===== src/hdl/half_float_adder_macros.svh =====
// Assertion macros for the half-precision adder
`ifndef HALF_FLOAT_ADDER_MACROS_SVH
`define HALF_FLOAT_ADDER_MACROS_SVH
`ifndef NO_ASSERTIONS
// implication checked every cycle outside reset
`define HFA_ASSERT_IMP(label, clk, rst, cond, prop, msg) \
  label: assert property (@(posedge clk) disable iff (rst) (cond) |-> (prop)) else $error(msg);
// implication checked in the following cycle
`define HFA_ASSERT_NXT(label, clk, rst, cond, prop, msg) \
  label: assert property (@(posedge clk) disable iff (rst) (cond) |=> (prop)) else $error(msg);
`else
`define HFA_ASSERT_IMP(label, clk, rst, cond, prop, msg)
`define HFA_ASSERT_NXT(label, clk, rst, cond, prop, msg)
`endif
`endif


===== src/hdl/hfa_pkg.sv =====
// Shared types and constants for the half-precision adder
`timescale 1ns / 1ps
package hfa_pkg;
  localparam logic [15:0] POS_INF = 16'h7C00;
  localparam logic [15:0] NEG_INF = 16'hFC00;
  localparam logic [15:0] NAN_VAL = 16'h7C01;
  localparam logic [4:0] EXP_MAX = 5'b11111;
  localparam int QDEPTH = 2;

  // classified beat passed from front to back
  typedef struct packed {
    logic        special;   // result already known
    logic [15:0] special_val;
    logic        sa;
    logic        sb;
    logic [4:0]  ea;
    logic [4:0]  eb;
    logic [10:0] ma;
    logic [10:0] mb;
  } cls_t;
endpackage


===== src/hdl/half_float_adder.sv =====
// Top level of the half-precision adder
`timescale 1ns / 1ps
`include "half_float_adder_macros.svh"
// Takes an operand pair whenever start is high and busy is low; the sum
// appears on sum_value with done high for one cycle, through the queue
// storage and the result register. A beat can be taken every cycle: the back
// end drains one queue entry per cycle, so busy stays low in steady use. The sink cannot stall.
module half_float_adder (
  input  logic        clk,
  input  logic        rst,
  input  logic        start,
  input  logic [15:0] operand_a,
  input  logic [15:0] operand_b,
  output logic        busy,
  output logic        done,
  output logic [15:0] sum_value
);
  logic          q_full, q_push, q_pop, q_valid;
  hfa_pkg::cls_t q_in, q_head;

  hfa_front u_front (.start(start), .operand_a(operand_a),
    .operand_b(operand_b), .q_full(q_full), .busy(busy), .q_push(q_push), .q_data(q_in));
  hfa_queue u_queue (.clk(clk), .rst(rst), .push(q_push), .push_data(q_in), .pop(q_pop),
    .full(q_full), .not_empty(q_valid), .head(q_head));
  hfa_back u_back (.clk(clk), .rst(rst), .q_valid(q_valid), .q_head(q_head),
    .q_pop(q_pop), .done(done), .sum_value(sum_value));

  `HFA_ASSERT_NXT(a_push_done, clk, rst, q_push, ##1 done, "accepted beat gave no result")
  `HFA_ASSERT_IMP(a_no_pop_empty, clk, rst, q_pop, q_valid, "pop from empty queue")
  `HFA_ASSERT_IMP(a_busy_full, clk, rst, busy, q_full, "busy without full queue")
endmodule


===== src/hdl/hfa_front.sv =====
// Front end: decodes operands and resolves infinities and NaNs
`timescale 1ns / 1ps
module hfa_front (
  input  logic              start,
  input  logic [15:0]       operand_a,
  input  logic [15:0]       operand_b,
  input  logic              q_full,
  output logic              busy,
  output logic              q_push,
  output hfa_pkg::cls_t     q_data
);
  logic        ea_max, eb_max, a_inf, b_inf, a_nan, b_nan;
  hfa_pkg::cls_t cls_next;

  assign busy = q_full;
  assign q_push = start && !q_full;

  always_comb begin
    ea_max = operand_a[14:10] == hfa_pkg::EXP_MAX;
    eb_max = operand_b[14:10] == hfa_pkg::EXP_MAX;
    a_inf = ea_max && operand_a[9:0] == 10'd0;
    b_inf = eb_max && operand_b[9:0] == 10'd0;
    a_nan = ea_max && operand_a[9:0] != 10'd0;
    b_nan = eb_max && operand_b[9:0] != 10'd0;
    cls_next.sa = operand_a[15];
    cls_next.sb = operand_b[15];
    cls_next.ea = operand_a[14:10];
    cls_next.eb = operand_b[14:10];
    // zero exponent flushes the operand
    cls_next.ma = (operand_a[14:10] == 5'd0) ? 11'd0 : {1'b1, operand_a[9:0]};
    cls_next.mb = (operand_b[14:10] == 5'd0) ? 11'd0 : {1'b1, operand_b[9:0]};
    cls_next.special = 1'b1;
    cls_next.special_val = hfa_pkg::NAN_VAL;
    if (a_inf) begin
      if (!(b_inf && operand_a[15] != operand_b[15]))
        cls_next.special_val = operand_a[15] ? hfa_pkg::NEG_INF : hfa_pkg::POS_INF;
    end else if (a_nan || b_nan) begin
      cls_next.special_val = hfa_pkg::NAN_VAL;
    end else if (b_inf) begin
      cls_next.special_val = operand_b;
    end else begin
      cls_next.special = 1'b0;
    end
  end

  assign q_data = cls_next;
endmodule


===== src/hdl/hfa_queue.sv =====
// Short queue between front and back ends
`timescale 1ns / 1ps
module hfa_queue (
  input  logic          clk,
  input  logic          rst,
  input  logic          push,
  input  hfa_pkg::cls_t push_data,
  input  logic          pop,
  output logic          full,
  output logic          not_empty,
  output hfa_pkg::cls_t head
);
  hfa_pkg::cls_t mem [hfa_pkg::QDEPTH];
  logic [0:0] wr_ptr, rd_ptr;
  logic [1:0] count;

  assign full = count == 2'(hfa_pkg::QDEPTH);
  assign not_empty = count != 2'd0;
  assign head = mem[rd_ptr];

  // storage
  always_ff @(posedge clk) begin
    if (push) mem[wr_ptr] <= push_data;
  end

  // pointers and fill count
  always_ff @(posedge clk) begin
    if (rst) begin
      wr_ptr <= 1'b0;
      rd_ptr <= 1'b0;
      count <= 2'd0;
    end else begin
      if (push) wr_ptr <= wr_ptr + 1'b1;
      if (pop) rd_ptr <= rd_ptr + 1'b1;
      count <= count + 2'(push) - 2'(pop);
    end
  end
endmodule


===== src/hdl/hfa_back.sv =====
// Back end: align, add/subtract, normalize and pack
`timescale 1ns / 1ps
module hfa_back (
  input  logic          clk,
  input  logic          rst,
  input  logic          q_valid,
  input  hfa_pkg::cls_t q_head,
  output logic          q_pop,
  output logic          done,
  output logic [15:0]   sum_value
);
  logic [4:0]  d, er0;
  logic [10:0] ma, mb;
  logic        sr, neg, zero;
  logic [11:0] mr;
  logic [10:0] mn;
  logic [6:0]  er;
  logic [3:0]  lz;
  logic [15:0] res_next;

  assign q_pop = q_valid;

  // leading zero count over the 11-bit difference
  function automatic logic [3:0] lzc(input logic [10:0] v);
    logic [3:0] n;
    n = 4'd11;
    for (int i = 0; i <= 10; i++) begin
      if (v[i]) n = 4'(10 - i);
    end
    return n;
  endfunction

  always_comb begin
    ma = q_head.ma;
    mb = q_head.mb;
    er0 = q_head.ea;
    // alignment of the smaller exponent
    if (q_head.ea > q_head.eb) begin
      d = q_head.ea - q_head.eb;
      mb = (d > 5'd15) ? 11'd0 : (mb >> d);
    end else begin
      d = q_head.eb - q_head.ea;
      ma = (d > 5'd15) ? 11'd0 : (ma >> d);
      er0 = q_head.eb;
    end
    neg = q_head.sa != q_head.sb;
    zero = 1'b0;
    sr = q_head.sa;
    mr = 12'd0;
    mn = 11'd0;
    lz = 4'd0;
    er = {2'b00, er0};
    if (neg) begin
      if (ma > mb) mr = {1'b0, ma - mb};
      else if (mb > ma) begin
        mr = {1'b0, mb - ma};
        sr = q_head.sb;
      end else zero = 1'b1;
      lz = lzc(mr[10:0]);
      mn = mr[10:0] << lz;
      er = er - 7'(lz);
    end else begin
      mr = {1'b0, ma} + {1'b0, mb};
      if (mr[11]) begin
        mn = mr[11:1];
        er = er + 7'd1;
      end else mn = mr[10:0];
    end
    // packing with flush and saturation
    if (q_head.special) res_next = q_head.special_val;
    else if (zero) res_next = 16'h0000;
    else if (mn == 11'd0 || er[6] || er == 7'd0) res_next = {sr, 15'd0};
    else if (er >= 7'd31) res_next = {sr, 15'h7C00};
    else res_next = {sr, er[4:0], mn[9:0]};
  end

  // result register, one strobe per beat
  always_ff @(posedge clk) begin
    if (rst) done <= 1'b0;
    else done <= q_valid;
    if (q_valid) sum_value <= res_next;
  end
endmodule


===== config.mk =====
export PLATFORM = sky130hd
export DESIGN_NAME = half_float_adder
export DESIGN_NICKNAME = d
export VERILOG_FILES = /design/src/hdl/hfa_pkg.sv /design/src/hdl/half_float_adder.sv /design/src/hdl/hfa_front.sv /design/src/hdl/hfa_queue.sv /design/src/hdl/hfa_back.sv
export VERILOG_INCLUDE_DIRS = /design/src /design/src/hdl
export SDC_FILE = /design/constraint.sdc
export NUM_CORES = 1
export LEC_CHECK = 0
export ABC_CLOCK_PERIOD_IN_PS = 21900
export BUFFER_PORTS_ARGS = -buffer_cell sky130_fd_sc_hd__buf_2
export CAP_MARGIN = 25
export CORE_AREA = 4 4 163 181
export CTS_CLUSTER_SIZE = 24
export DETAILED_ROUTE_END_ITERATION = 12
export DIE_AREA = 0 0 167 185
export PLACE_DENSITY_LB_ADDON = 0.1
export SLEW_MARGIN = 20
export SYNTH_ARGS = -nofsm -noshare
export SYNTH_HDL_FRONTEND = slang
export SYNTH_SLANG_ARGS = --single-unit

===== constraint.sdc =====
create_clock -name clk -period 21.9 [get_ports clk]
set_input_delay 2.19 -clock clk [delete_from_list [all_inputs] [get_ports clk]]
set_output_delay 2.19 -clock clk [all_outputs]
set_load 0.01 [all_outputs]

* Word-level counts from Yosys, hierarchy flattened
Memory sizes are Yosys's and may differ from the RTL's. A register that Yosys moved wholly into a read port is not among the register bits.
Cells that the tools add are included.
** Storage, ports and cells
- Bits in registers :: 21
- Memory bits (writable) :: 102
- Input bits :: 35
- Output and inout bits :: 18
- Memories :: 1
** Memory list
- u_queue.mem :: depth 2, width 51, read ports 1, clocked after Yosys merged registers in 1, write ports 1, line hfa_queue.sv:13 : hfa_pkg::cls_t mem [hfa_pkg::QDEPTH];
** Operators by class
- Add/subtract/negate cells :: 11
- $lt $le $gt $ge :: 6
- Equality and inequality tests :: 5
- Shift-type cells :: 3
- Multiplexer cells :: 48
- Reductions and logical operators :: 19
** Operators with widths (number)
- 2-to-1 mux 11 bit :: 11
- 2-to-1 mux 16 bit :: 7
- 2-to-1 mux 4 bit :: 9
- 2-to-1 mux 15 bit :: 2
- greater-than comparator 11 bit :: 2
- >> shifter 11 x 5 -> 11 bit :: 2
- subtractor 11 bit :: 2
- zero test 10 bit :: 2
- nonzero test 10 bit :: 2
- 2-to-1 mux 1 bit :: 14
- 2-to-1 mux 7 bit :: 2
- adder 11 x 11 -> 12 bit :: 1
- zero test 11 bit :: 1
- << shifter 11 x 4 -> 11 bit :: 1
- equality test 5 bit (second input constant) :: 2
- greater-than comparator 5 x 4 -> 1 bit (second input constant) :: 2
- zero test 5 bit :: 2
- subtractor 5 bit :: 2
- greater-or-equal comparator 7 x 5 -> 1 bit (second input constant) :: 1
- zero test 7 bit :: 1
- adder 5 x 1 -> 6 bit (second input constant) :: 1
- logical AND 1 bit :: 6
- subtractor 5 x 4 -> 6 bit :: 1
- greater-than comparator 5 bit :: 1
- 10 further kinds :: 15

* Longest topological paths before layout
- Word-level depth :: 28
- Gate-level depth with buffers :: 37
- Gate-level depth less buffers :: 35

* Cells and area by module
Synthesis repeated with hierarchy kept, for this count alone.
** Second synthesis, totals
- Cell total of the unflattened synthesis :: 921
- Area total of the unflattened synthesis :: 9923.3 µm²
** Modules (own cells, without submodules)
- hfa_back :: times used 1, cells each 664, area each 5246.3 µm², seq. area each 500.5 µm²
- hfa_queue :: times used 1, cells each 180, area each 4155.2 µm², seq. area each 3163.0 µm²
- hfa_front :: times used 1, cells each 77, area each 521.8 µm², seq. area each 0.0 µm²

* Worst setup path after synthesis
Ideal clock, no wire load.
- Path kind :: register to register
- Start point :: reg with a tool-made name
- End point :: reg u_back.sum_value[0] (data pin)
- Setup time :: 0.279 ns
- Arrival :: 7.529 ns
- Data required time :: 21.621 ns
- Path slack :: 14.091 ns
- Stages on the path, launching flop included :: 35
- Period minus slack after synthesis :: 7.809 ns
- Cells stage by stage :: dfxtp_1 > clkbuf_1 > clkbuf_1 > mux2i_1 > inv_1 > ha_1 > a21boi_0 > o21ai_0 > a21oi_1 > nor3_1 > o211ai_1 > o21ai_0 > ha_1 > buf_6 > or4_4 > nor2_8 > a21o_4 > nor3_2 > buf_6 > a311oi_4 > o211ai_1 > a2111o_1 > nand2_1 > buf_2 > ha_1 > nor2b_1 > o21ai_0 > nand2b_1 > xor2_1 > nand2_1 > o21ai_0 > nor4_1 > nand2_1 > o211ai_1 > o22ai_1
** RTL lines
- to (signal assigned) :: line hfa_back.sv:81 : if (q_valid) sum_value <= res_next;
- to (decl) :: line hfa_back.sv:10 : output logic [15:0] sum_value

==> results.toml <==
[pwr]
combPwrFrac_pct = 68.3
leakagePower_nw = 4.11
p_total_mw = 1.82
p_sw_share_pct = 49.8
p_switching_mw = 0.908
clkPwrFrac_pct = 15.5
peakVddDrop_mv = 0.0741
p_per_area_mw_per_mm2 = 168
intPower_mw = 0.916
seqPwrFrac_pct = 16.2

[cells_and_area]
postLayoutCellArea_sq_mm = 0.0108
layout-drive-gt1-share_pct = 14.4
post-route-util_pct = 39.3
final-instance-count-excl-fill = 1417
diodes = 0
finalNetCount = 1129
area_growth_pct = 13.9

[drt]
via_per_inst = 5.40
num_vias = 7656
ant_nets = 0
wl_per_cell_um = 18.5
wl_um = 26300
dr.pass1.iters = 5
drtIter0Drc = 485
drc = 0

[synth]
netlist_instances = 972
syn_avg_cell_area_sq_um = 9.80
synth_ff_type = "edfxtp_1"
async_reset_ff_share_pct = 0
synthTopCellsByArea = "edfxtp_1 (37%), ha_1 (6.2%), mux2i_1 (6.1%), o21ai_0 (3.0%), nand2_1 (2.8%)"
yosys.area.top_type = "edfxtp_1"
yosysWarnings = 0
synthesis.area_sq_mm = 0.00953
synth.distinct_cells = 89
synth-seq-cells = 124
synth_common_cells = "edfxtp_1 (118), nand2_1 (71), nor2_1 (68)"
ys_seq_area_share_pct = 38.5
synth_edf_count = 118
synth.most_common_cell = "edfxtp_1"
synth_top_area_share_pct = 37.2

[clocking]
clkTransAtPathRegs_ns = 0.06
htreeDepth = 4
clk_root_buffer_cell = "clkbuf_16"
clk_latency_ns = 0.43
cts_max_path_buffers = 2
post_cts_buffers = 0
cts_hold_buf = 0
ctsResizeCount = 0
tritoncts = "yes"
cts_buffers = 17
numClockSinks = 124

[die]
core_region_area_sq_mm = 0.0276
die-width_um = 167
dieHeight_um = 185
die_area_sq_mm = 0.0309
initial_core_util_pct = 34.5
num_io_pins = 53
core.rowCount = 64

[global_route]
gr-total-overflow = 0
grt_max_degree = 56
grt_antenna_before_repair = 0
grt_pass1_vias = 7363
grt_use_total_pct = 16.8
grt_pass1_wl_um = 41100

[placed_design]
port_buffers = 52
place_ws_ns = 11.73
placed_cell_area_sq_mm = 0.0102
dpl.cell_count = 1384
dpl.hpwl_um = 20200
gp_congestion = 0.867

[worst_hold_path]
holdCritPathClass = "register to register"

[sta]
rsz0062_at_grt = "false"
max_slew_margin_pct = 38.8
clock_skew_ns = 0.0149
final_hold_viol_count = 0
setup_ws_ns = 11.82
setup_viol_count_final = 0
worst_pin_slew_ns = 0.915
fin_crit_sh_pct = 46.0
finalMaxSlewViolations = 0
max_clock_freq_ghz = 0.0992
tns_ns = 0
holdWs_ns = 0.452
min_period_ns = 10.08

[critical_path]
crit_path_end_kind = "register"
cp.arrival_ns = 10.22
worst_path_most_repeated_cell = "o21ai_0"
slowest_delay_ns = 0.70
critPathKind = "register to register"
cp.required_ns = 22.03
cp_max_fo = 55
critPathLaunchType = "register"
slowest_stage = "buf_4"

[outcome]
outcome = "finished, final reports clean"

[flow_run]
drv_cap = 0
## state kept, by name, summed over array words and instances (netlist names), named ones only
| register | cells |
|---|---|
| u_back.done | 1 |
| u_back.sum_value | 16 |
| u_queue.count | 2 |
| u_queue.mem | 102 |
| u_queue.rd_ptr | 1 |
| u_queue.wr_ptr | 1 |
## power by group through the flow
stage          combinational (mW)  sequential [mW]  clock (mW)
2_1_floorplan               0.923            0.303           0
5_1_grt                      1.37            0.297       0.302
4_1_cts                      1.23            0.296       0.292
3_3_place_gp                 1.24            0.301           0
6_report                     1.25            0.295       0.283
3_5_place_dp                 1.23            0.301           0
## worst max-delay path: cells and delay by family (launching register included)
family	cells	cell delay [ns]
fa+ha+maj	3	0.99
mux	1	0.48
compound gates	13	3.70
flops	1	0.46
buf+inv	5	1.47
simple gates	9	2.49
xor+xnor	1	0.15
## placed cells by master (no fill, tap or decap), drive strengths merged, types with 18 or more instances in the layout
| cell type | n |
|---|---|
| edfxtp | 118 |
| mux2i | 58 |
| xnor2 | 19 |
| o21ai | 60 |
| a211oi | 18 |
| inv | 68 |
| nand2 | 71 |
| nor2 | 69 |
| conb | 28 |
| mux2 | 21 |
| nor2b | 37 |
| o22ai | 19 |
| nand3 | 21 |
| buf | 59 |
| ha | 47 |
| clkbuf | 18 |
| nor3 | 27 |
| a21oi | 51 |
## metal layers
layer	wire, um	vias to the layer above	share of wire, %	global-route usage [%]
met1	12500	3651	48	22.8
met3	1000	39	3.8	2.92
li1	-	3787	-	-
met4	689	0	2.6	5.83
met2	12100	179	46	27.3
met5	0	-	0	0
## cell type report
cell class,instances,area (sq um)
fill,2780,16800
clock inverter,15,171
sequential,124,3670
tap,363,454
timing repair buffer,60,320
multi-input combinational,771,5560
clock buffer,17,425
inverter,67,251
## final timing paths
path                                                       to                   startpoint  slack, ns  depth (start not counted)
worst max-delay path            u_back.sum_value[1]$_DFFE_PN_                     register      11.82                         32
worst min-delay path              u_queue.count[1]$_SDFF_PP0_  u_queue.count[0]$_SDFF_PP0_       0.45                          2
worst max register to register  u_back.sum_value[1]$_DFFE_PN_                     register      11.82                         32
worst min register to register    u_queue.count[1]$_SDFF_PP0_  u_queue.count[0]$_SDFF_PP0_       0.45                          2
## logic make-up after synthesis
kind of cell             count (synthesis)  synth area share (%)
other                                    2                0.0788
AO/OA/AOI/OAI                          279                  20.9
AND/OR/NAND/NOR                        294                  15.9
XOR/XNOR                                32                  2.94
buffers and inverters                  103                  4.32
flip-flops                             124                  38.5
adder cells (fa/ha/maj)                 53                  7.43
multiplexers                            85                  10.0
No activity file was read; power rests on OpenSTA's default activity.
